$ cat config.mk
export PLATFORM = sky130hd
export DESIGN_NAME = phy_link_speed_manager
export DESIGN_NICKNAME = d
export VERILOG_FILES = /design/src/sv/plsm_pkg.sv /design/src/sv/phy_link_speed_manager.sv
export SDC_FILE = /design/constraint.sdc
export NUM_CORES = 1
export LEC_CHECK = 0
export ABC_CLOCK_PERIOD_IN_PS = 2770
export BUFFER_PORTS_ARGS = -buffer_cell sky130_fd_sc_hd__buf_4
export CORE_AREA = 2 2 120 122
export DETAILED_ROUTE_END_ITERATION = 16
export DIE_AREA = 0 0 122 124
export GPL_ROUTABILITY_DRIVEN = 0
export HOLD_SLACK_MARGIN = 0.12
export PLACE_DENSITY_LB_ADDON = 0.05
export SKIP_LAST_GASP = 1
export SYNTH_ARGS = -nofsm -noshare
export SYNTH_HDL_FRONTEND = slang
export SYNTH_SLANG_ARGS = --single-unit
export TNS_END_PERCENT = 100
$ cat constraint.sdc
create_clock -name i_clk -period 2.77 [get_ports i_clk]
set_clock_uncertainty 0.05 [all_clocks]
set_input_delay 0.1385 -clock i_clk [delete_from_list [all_inputs] [get_ports i_clk]]
set_output_delay 0.1385 -clock i_clk [all_outputs]
set_load 0.05 [all_outputs]
$ cat src/sv/plsm_pkg.sv
// Package for the PHY link speed manager: phase codes, commands, register
// numbers, clock divider words and management frame builders.
// No dependencies.
package plsm_pkg;

    localparam int unsigned ADDR_W  = 5;
    localparam int unsigned DATA_W  = 16;
    localparam int unsigned FRAME_W = 31;
    localparam int unsigned CLK_W   = 25;
    localparam int unsigned PHASE_W = 4;

    typedef logic [FRAME_W-1:0] t_frame;
    typedef logic [CLK_W-1:0]   t_clk_word;

    localparam logic [1:0] CMD_START = 2'd0;
    localparam logic [1:0] CMD_DONE  = 2'd1;
    localparam logic [1:0] CMD_DELAY = 2'd2;

    localparam logic [PHASE_W-1:0] PH_IDLE      = 4'd0;
    localparam logic [PHASE_W-1:0] PH_AUTONEG   = 4'd1;
    localparam logic [PHASE_W-1:0] PH_CHECK     = 4'd2;
    localparam logic [PHASE_W-1:0] PH_DOWN_RD   = 4'd3;
    localparam logic [PHASE_W-1:0] PH_DOWN_WAIT = 4'd4;
    localparam logic [PHASE_W-1:0] PH_CTRL_RD   = 4'd5;
    localparam logic [PHASE_W-1:0] PH_GIG_RD    = 4'd6;
    localparam logic [PHASE_W-1:0] PH_UP_RD     = 4'd7;
    localparam logic [PHASE_W-1:0] PH_UP_WAIT   = 4'd8;

    localparam logic [ADDR_W-1:0] REG_CTRL    = 5'd0;
    localparam logic [ADDR_W-1:0] REG_STATUS  = 5'd1;
    localparam logic [ADDR_W-1:0] REG_GSTATUS = 5'd10;
    localparam logic [ADDR_W-1:0] REG_PHYCTRL = 5'h1f;

    localparam logic [DATA_W-1:0] BIT_AUTONEG = 16'h1000;
    localparam int unsigned       LINK_BIT    = 2;

    localparam t_clk_word CLK_1000 = t_clk_word'((1 << 20) | (8 << 8) | 1);
    localparam t_clk_word CLK_100  = t_clk_word'((5 << 20) | (8 << 8) | 1);
    localparam t_clk_word CLK_10   = t_clk_word'((20 << 20) | (20 << 8) | 1);

    localparam logic [1:0] SPD_10   = 2'd0;
    localparam logic [1:0] SPD_100  = 2'd1;
    localparam logic [1:0] SPD_1000 = 2'd2;

    localparam logic [2:0] APB_IDX_PHY_ADDR = 3'd0;

    function automatic t_frame f_read(input logic [ADDR_W-1:0] phy,
                                      input logic [ADDR_W-1:0] regn);
        t_frame w;
        w        = '0;
        w[30]    = 1'b1;
        w[29]    = 1'b1;
        w[27:23] = phy;
        w[22:18] = regn;
        w[17]    = 1'b1;
        return w;
    endfunction

    function automatic t_frame f_write(input logic [ADDR_W-1:0] phy,
                                       input logic [ADDR_W-1:0] regn,
                                       input logic [DATA_W-1:0] data);
        t_frame w;
        w        = '0;
        w[30]    = 1'b1;
        w[28]    = 1'b1;
        w[27:23] = phy;
        w[22:18] = regn;
        w[17]    = 1'b1;
        w[15:0]  = data;
        return w;
    endfunction

endpackage

$ cat src/sv/phy_link_speed_manager.sv
// Top level of the PHY link speed manager: phase machine, MAC settings,
// APB register and registered result stage. Depends on plsm_pkg.
//
// channel  | dir | handshake                  | payload
// s_axis   | in  | i_s_axis_tvalid/o_..tready | tuser command, tdata read_data
// m_axis   | out | o_m_axis_tvalid/i_..tready | tuser frame_valid, tdata status
// apb      | in  | i_psel/i_penable/o_pready  | phy_address at byte 0
//
// One request per cycle; its result appears in the cycle after acceptance,
// from the result register. The phase update is a single pass of logic between
// state registers. Input is stalled only while the result register is full
// and the sink holds off. Reset is synchronous; after reset the block is idle.
module phy_link_speed_manager (
    input  logic        i_clk,
    input  logic        i_rst_n,
    input  logic        i_s_axis_tvalid,
    output logic        o_s_axis_tready,
    input  logic [15:0] i_s_axis_tdata,   // [15:0] read_data
    input  logic [1:0]  i_s_axis_tuser,   // [1:0] command
    output logic        o_m_axis_tvalid,
    input  logic        i_m_axis_tready,
    // [30:0] frame_word, [31] delay_request, [32] link_up, [33] gigabit_enable,
    // [34] speed_select, [35] full_duplex, [60:36] clock_control,
    // [62:61] speed_code, [63] zero
    output logic [63:0] o_m_axis_tdata,
    output logic        o_m_axis_tuser,   // [0] frame_valid
    input  logic        i_psel,
    input  logic        i_penable,
    input  logic        i_pwrite,
    input  logic [2:0]  i_paddr,
    input  logic [31:0] i_pwdata,
    output logic [31:0] o_prdata,
    output logic        o_pready
);
    import plsm_pkg::*;

    logic [ADDR_W-1:0]  r_phy_addr;
    logic [PHASE_W-1:0] r_phase, n_phase;
    logic [3:0]         r_resolved, n_resolved;
    logic               r_link, n_link;
    logic               r_gig, n_gig;
    logic               r_speed, n_speed;
    logic               r_duplex, n_duplex;
    t_clk_word          r_clk, n_clk;
    logic [1:0]         r_spd, n_spd;

    logic               r_out_valid;
    logic               r_out_user, n_out_user;
    logic [63:0]        r_out_data, n_out_data;

    logic               s_accept;
    logic               s_apply;
    t_frame             s_frame;
    logic               s_delay;
    logic [DATA_W-1:0]  s_data;

    assign s_data          = i_s_axis_tdata;
    assign o_s_axis_tready = !r_out_valid || i_m_axis_tready;
    assign s_accept        = i_s_axis_tvalid && o_s_axis_tready;

    assign o_pready = 1'b1;
    assign o_prdata = (i_paddr[2] == APB_IDX_PHY_ADDR[0]) ?
                      {{(32-ADDR_W){1'b0}}, r_phy_addr} : 32'd0;

    always_comb begin
        n_phase    = r_phase;
        n_resolved = r_resolved;
        n_link     = r_link;
        n_gig      = r_gig;
        n_speed    = r_speed;
        n_duplex   = r_duplex;
        n_clk      = r_clk;
        n_spd      = r_spd;
        n_out_user = 1'b0;
        s_frame    = '0;
        s_apply    = 1'b0;
        case (i_s_axis_tuser)
            CMD_START: begin
                if (r_phase == PH_IDLE) begin
                    n_out_user = 1'b1;
                    s_frame    = f_write(r_phy_addr, REG_CTRL, BIT_AUTONEG);
                    n_phase    = PH_AUTONEG;
                end
            end
            CMD_DONE: begin
                case (r_phase)
                    PH_AUTONEG: begin
                        n_out_user = 1'b1;
                        s_frame    = f_read(r_phy_addr, REG_STATUS);
                        n_phase    = PH_CHECK;
                    end
                    PH_CHECK: begin
                        n_out_user = 1'b1;
                        if (!s_data[LINK_BIT]) begin
                            n_link  = 1'b0;
                            s_frame = f_read(r_phy_addr, REG_STATUS);
                            n_phase = PH_DOWN_RD;
                        end else begin
                            s_frame = f_read(r_phy_addr, REG_PHYCTRL);
                            n_phase = PH_CTRL_RD;
                        end
                    end
                    PH_DOWN_RD: begin
                        if (!s_data[LINK_BIT]) begin
                            n_phase = PH_DOWN_WAIT;
                        end else begin
                            n_out_user = 1'b1;
                            s_frame    = f_read(r_phy_addr, REG_PHYCTRL);
                            n_phase    = PH_CTRL_RD;
                        end
                    end
                    PH_CTRL_RD: begin
                        n_resolved = s_data[6:3];
                        if (s_data[6]) begin
                            n_out_user = 1'b1;
                            s_frame    = f_read(r_phy_addr, REG_GSTATUS);
                            n_phase    = PH_GIG_RD;
                        end else begin
                            s_apply = 1'b1;
                        end
                    end
                    PH_GIG_RD: begin
                        if (s_data[13:12] != 2'b11) begin
                            n_out_user = 1'b1;
                            s_frame    = f_read(r_phy_addr, REG_GSTATUS);
                        end else begin
                            s_apply = 1'b1;
                        end
                    end
                    PH_UP_RD: begin
                        if (s_data[LINK_BIT]) begin
                            n_phase = PH_UP_WAIT;
                        end else begin
                            n_out_user = 1'b1;
                            s_frame    = f_read(r_phy_addr, REG_STATUS);
                            n_phase    = PH_CHECK;
                        end
                    end
                    default: begin
                    end
                endcase
            end
            CMD_DELAY: begin
                if (r_phase == PH_DOWN_WAIT) begin
                    n_out_user = 1'b1;
                    s_frame    = f_read(r_phy_addr, REG_STATUS);
                    n_phase    = PH_DOWN_RD;
                end else if (r_phase == PH_UP_WAIT) begin
                    n_out_user = 1'b1;
                    s_frame    = f_read(r_phy_addr, REG_STATUS);
                    n_phase    = PH_UP_RD;
                end
            end
            default: begin
            end
        endcase

        if (s_apply) begin
            if (n_resolved[3]) begin
                n_gig = 1'b1;
                n_clk = CLK_1000;
                n_spd = SPD_1000;
            end else if (n_resolved[2]) begin
                n_gig   = 1'b0;
                n_speed = 1'b1;
                n_clk   = CLK_100;
                n_spd   = SPD_100;
            end else if (n_resolved[1]) begin
                n_gig   = 1'b0;
                n_speed = 1'b0;
                n_clk   = CLK_10;
                n_spd   = SPD_10;
            end
            n_duplex   = n_resolved[0];
            n_link     = 1'b1;
            n_out_user = 1'b1;
            s_frame    = f_read(r_phy_addr, REG_STATUS);
            n_phase    = PH_UP_RD;
        end

        s_delay    = (n_phase == PH_DOWN_WAIT) || (n_phase == PH_UP_WAIT);
        n_out_data = {1'b0, n_spd, n_clk, n_duplex, n_speed, n_gig, n_link,
                      s_delay, s_frame};
    end

    always_ff @(posedge i_clk) begin
        if (!i_rst_n) begin
            r_phy_addr <= '0;
        end else if (i_psel && i_penable && i_pwrite && o_pready &&
                     i_paddr[2] == APB_IDX_PHY_ADDR[0]) begin
            r_phy_addr <= i_pwdata[ADDR_W-1:0];
        end
    end

    always_ff @(posedge i_clk) begin
        if (!i_rst_n) begin
            r_phase    <= PH_IDLE;
            r_resolved <= '0;
            r_link     <= 1'b0;
            r_gig      <= 1'b1;
            r_speed    <= 1'b1;
            r_duplex   <= 1'b1;
            r_clk      <= '0;
            r_spd      <= SPD_1000;
        end else if (s_accept) begin
            r_phase    <= n_phase;
            r_resolved <= n_resolved;
            r_link     <= n_link;
            r_gig      <= n_gig;
            r_speed    <= n_speed;
            r_duplex   <= n_duplex;
            r_clk      <= n_clk;
            r_spd      <= n_spd;
        end
    end

    always_ff @(posedge i_clk) begin
        if (!i_rst_n) begin
            r_out_valid <= 1'b0;
        end else if (s_accept) begin
            r_out_valid <= 1'b1;
        end else if (i_m_axis_tready) begin
            r_out_valid <= 1'b0;
        end
    end

    always_ff @(posedge i_clk) begin
        if (s_accept) begin
            r_out_user <= n_out_user;
            r_out_data <= n_out_data;
        end
    end

    assign o_m_axis_tvalid = r_out_valid;
    assign o_m_axis_tuser  = r_out_user;
    assign o_m_axis_tdata  = r_out_data;

`ifndef SYNTH
    a_frame_form: assert property (@(posedge i_clk) disable iff (!i_rst_n)
        (r_out_valid && r_out_user) |-> (r_out_data[30] && r_out_data[17]))
        else $error("issued frame lacks start or turnaround bits");
    a_no_frame_zero: assert property (@(posedge i_clk) disable iff (!i_rst_n)
        (r_out_valid && !r_out_user) |-> (r_out_data[30:0] == '0))
        else $error("frame word not cleared without a frame");
    a_link_rise: assert property (@(posedge i_clk) disable iff (!i_rst_n)
        $rose(r_link) |-> $past(s_accept) && (r_phase == PH_UP_RD))
        else $error("link flag raised outside settings update");
    a_phase_change: assert property (@(posedge i_clk) disable iff (!i_rst_n)
        !s_accept |=> $stable(r_phase))
        else $error("phase moved without a request");
`endif

endmodule
==> flow_metrics.env <==
export IMPL_worstHoldPathType="in -> reg"
export IMPL_fmax_mhz=449
export IMPL_core_um2=13700
export IMPL_p_int_uw=2380
export IMPL_ant_nets=0
export IMPL_io_buffers=76
export IMPL_p_comb_frac=0.163
export IMPL_finalPower_uw=3300
export IMPL_gr_total_overflow=0
export IMPL_p_per_area_nw_per_um2=632
export IMPL_ys_seq_elements=89
export IMPL_async_reset_ff_frac=0
export IMPL_htree_levels=3
export IMPL_multiInputGateArea_um2=1590
export IMPL_post_cts_buffers=0
export IMPL_synth_cell_types=55
export IMPL_dr_pass1_iters=4
export IMPL_grt_antenna_before_repair=0
export IMPL_synth_top_area_frac=0.317
export IMPL_irDropWorstVdd_v=0.000238
export IMPL_top_level_ports=160
export IMPL_slew_viol_final=0
export IMPL_start_kind="register"
export IMPL_wirelength_um=9150
export IMPL_setup_viol=0
export IMPL_drc=0
export IMPL_detailed_place_hpwl_um=6380
export IMPL_clkTransAtPathRegs_ns=0.06
export IMPL_fill_cells=1372
export IMPL_cts_buffers=9
export IMPL_relSlewSlack=0.572
export IMPL_routedWlPerCell_um=13.9
export IMPL_synthToLayoutAreaGrowth_pct=24.9
export IMPL_grt_util_all_layers=0.122
export IMPL_cts_tree="done"
export IMPL_synth_area_leaders="edfxtp_1 (32%), dfxtp_1 (22%), buf_4 (9.0%)"
export IMPL_p_sw_uw=918
export IMPL_max_slew_worst_pin_slew_ns=0.642
export IMPL_synth_area_um2=4170
export IMPL_critPathCaptureType="register"
export IMPL_hold_violations=0
export IMPL_worstPathArrival_ns=2.24
export IMPL_design_area_um2=5220
export IMPL_synth_common_cells="buf_4 (50), dfxtp_1 (45), edfxtp_1 (44), and3_1 (39), nand2_1 (26)"
export IMPL_drv_cap=0
export IMPL_post_route_period_util=0.805
export IMPL_syn_area_per_cell_um2=10.7
export IMPL_period_minus_slack_ns=2.23
export IMPL_cp_max_fo=24
export IMPL_dieWidth_um=122
export IMPL_ys_flop_type="dfxtp_1"
export IMPL_crit_required_ns=2.78
export IMPL_start_util=0.304
export IMPL_grt_first_pass_wirelength_um=13800
export IMPL_grt_start_max_net_pins=39
export IMPL_via_per_inst=4.44
export IMPL_p_sw_frac=0.278
export IMPL_p_seq_frac=0.437
export IMPL_die_h_um=124
export IMPL_fin_nets=533
export IMPL_fp_row_count=43
export IMPL_first_iter_violations=149
export IMPL_final_setup_tns_ns=0
export IMPL_drive_gt1_frac=0.243
export IMPL_yosysSeqAreaShare=0.532
export IMPL_yosysMostFrequentCell="buf_4"
export IMPL_vias=2923
export IMPL_antennaDiodeCount=0
export IMPL_clock_latency_ns=0.34
export IMPL_yosysWarnings=0
export IMPL_post_dp_cell_area_um2=4770
export IMPL_r2r_slack_ns=0.54
export IMPL_status="finished, final reports clean"
export IMPL_p_leak_uw=0.00233
export IMPL_synth_edf_count=44
export IMPL_pwr_share_clk=0.400
export IMPL_critical_path_class="reg -> reg"
export IMPL_root_buffer="clkbuf_16"
export IMPL_synth_area_leader_cell="edfxtp_1"
export IMPL_dieArea_um2=15100
export IMPL_seq_area_um2=2220
export IMPL_cts_sink_count=89
export IMPL_syn_inst=390
export IMPL_rsz0062_at_grt="false"
export IMPL_clockBufferDepth=2
export IMPL_grt_pass1_vias=2606
path summary, 6_finish.rpt:
kind,startpoint,to,depth (start not counted)
worst min-delay path,i_s_axis_tdata[2],o_m_axis_tdata[22],3
worst max register to register,r_phase[2],o_m_axis_tdata[36],7
worst min register to register,r_clk[22],r_clk[22],2
worst max-delay path,r_phase[2],o_m_axis_tdata[36],7
cell families after synthesis:
family / count (synthesis) / share of synthesized area
AOI/OAI and AO/OA: 69 / 0.121
xor gates and xnor gates: 2 / 0.00420
buffers and inverters: 80 / 0.125
DFF: 89 / 0.532
muxes: 15 / 0.0378
other: 2 / 0.00180
and+or+nand+nor: 133 / 0.178
worst max-delay path, stage by stage (launching register included):
cell and delay (ns):
dfxtp_1 0.42, nor4bb_2 0.31, buf_4 0.21, mux2_4 0.32, o21a_1 0.22, o21ai_4 0.16, buf_12 0.17, nand3_1 0.08
repair_timing:
item | in CTS | in global routing
hold endpoints to repair | 12 | 0
setup endpoints to repair | 0 | 0
resized for setup | 0 | 0
hold buffers | 12 | 0
registers in the layout, indices dropped and copies added (netlist names):
| name | count |
|---|---|
| r_gig | 1 |
| r_speed | 1 |
| r_phase | 4 |
| o_m_axis_tdata | 43 |
| r_clk | 25 |
| r_spd | 2 |
| o_m_axis_tuser | 1 |
| r_phy_addr | 5 |
| r_resolved | 4 |
| r_duplex | 1 |
| o_m_axis_tvalid | 1 |
| r_link | 1 |
cells in the final DEF (no fill, tap or decap), types with 2 or more instances in the layout:
master / Yosys / final
bufinv_16: 0 / 2
conb_1: 2 / 45
and3_1: 39 / 39
inv_6: 0 / 2
nand2_1: 26 / 26
a21boi_0: 6 / 6
nor2b_1: 9 / 9
a31oi_1: 3 / 3
xor2_1: 2 / 2
nand2b_1: 10 / 10
a21oi_2: 2 / 2
or3_1: 4 / 4
o211a_1: 3 / 3
o21ai_0: 11 / 11
o31ai_1: 2 / 2
nand3_1: 10 / 10
clkbuf_16: 0 / 9
buf_12: 0 / 3
nor2_1: 19 / 19
nand4bb_1: 3 / 3
a211oi_1: 3 / 3
mux2i_1: 12 / 12
a21o_1: 7 / 7
edfxtp_1: 44 / 44
inv_1: 9 / 8
dlygate4sd3_1: 0 / 12
a21oi_1: 12 / 12
mux2_2: 2 / 2
o21a_1: 5 / 5
buf_4: 50 / 84
dfxtp_1: 45 / 45
nor3_1: 5 / 5
layout make-up:
class,count,area share
Multi-Input combinational cell,264,0.305
Clock inverter,5,0.0163
Sequential cell,89,0.426
Timing Repair Buffer,99,0.155
Tap cell,180,0.0432
Inverter,10,0.00720
Clock buffer,11,0.0465
per-layer routing:
metal	vias up	track usage	share of wire
li1	1462	-	-
met1	1375	0.158	0.45
met2	75	0.191	0.48
met3	11	0.0302	0.051
met4	0	0.0582	0.019
met5	-	0	0
through the flow:
stage / hold slack (ns) / worst slack [ns] / util / cells
2_1_floorplan: 0.218 / 0.0965 / - / 433
3_5_place_dp: 0.341 / 0.556 / 0.347 / 630
3_3_place_gp: 0.334 / 0.563 / 0.347 / 630
6_report: 0.128 / 0.541 / 0.380 / 658
5_1_grt: 0.169 / 0.380 / 0.380 / 658
4_1_cts: 0.125 / 0.548 / 0.380 / 658
power by group through the flow:
stage	logic, uW	registers, uW	clock network (uW)
global route	569	1440	1400
detailed placement	526	1470	0
global placement	526	1470	0
CTS	540	1440	1360
floorplan	334	1580	0
finish	536	1440	1320
(Power assumes the default switching activity.)
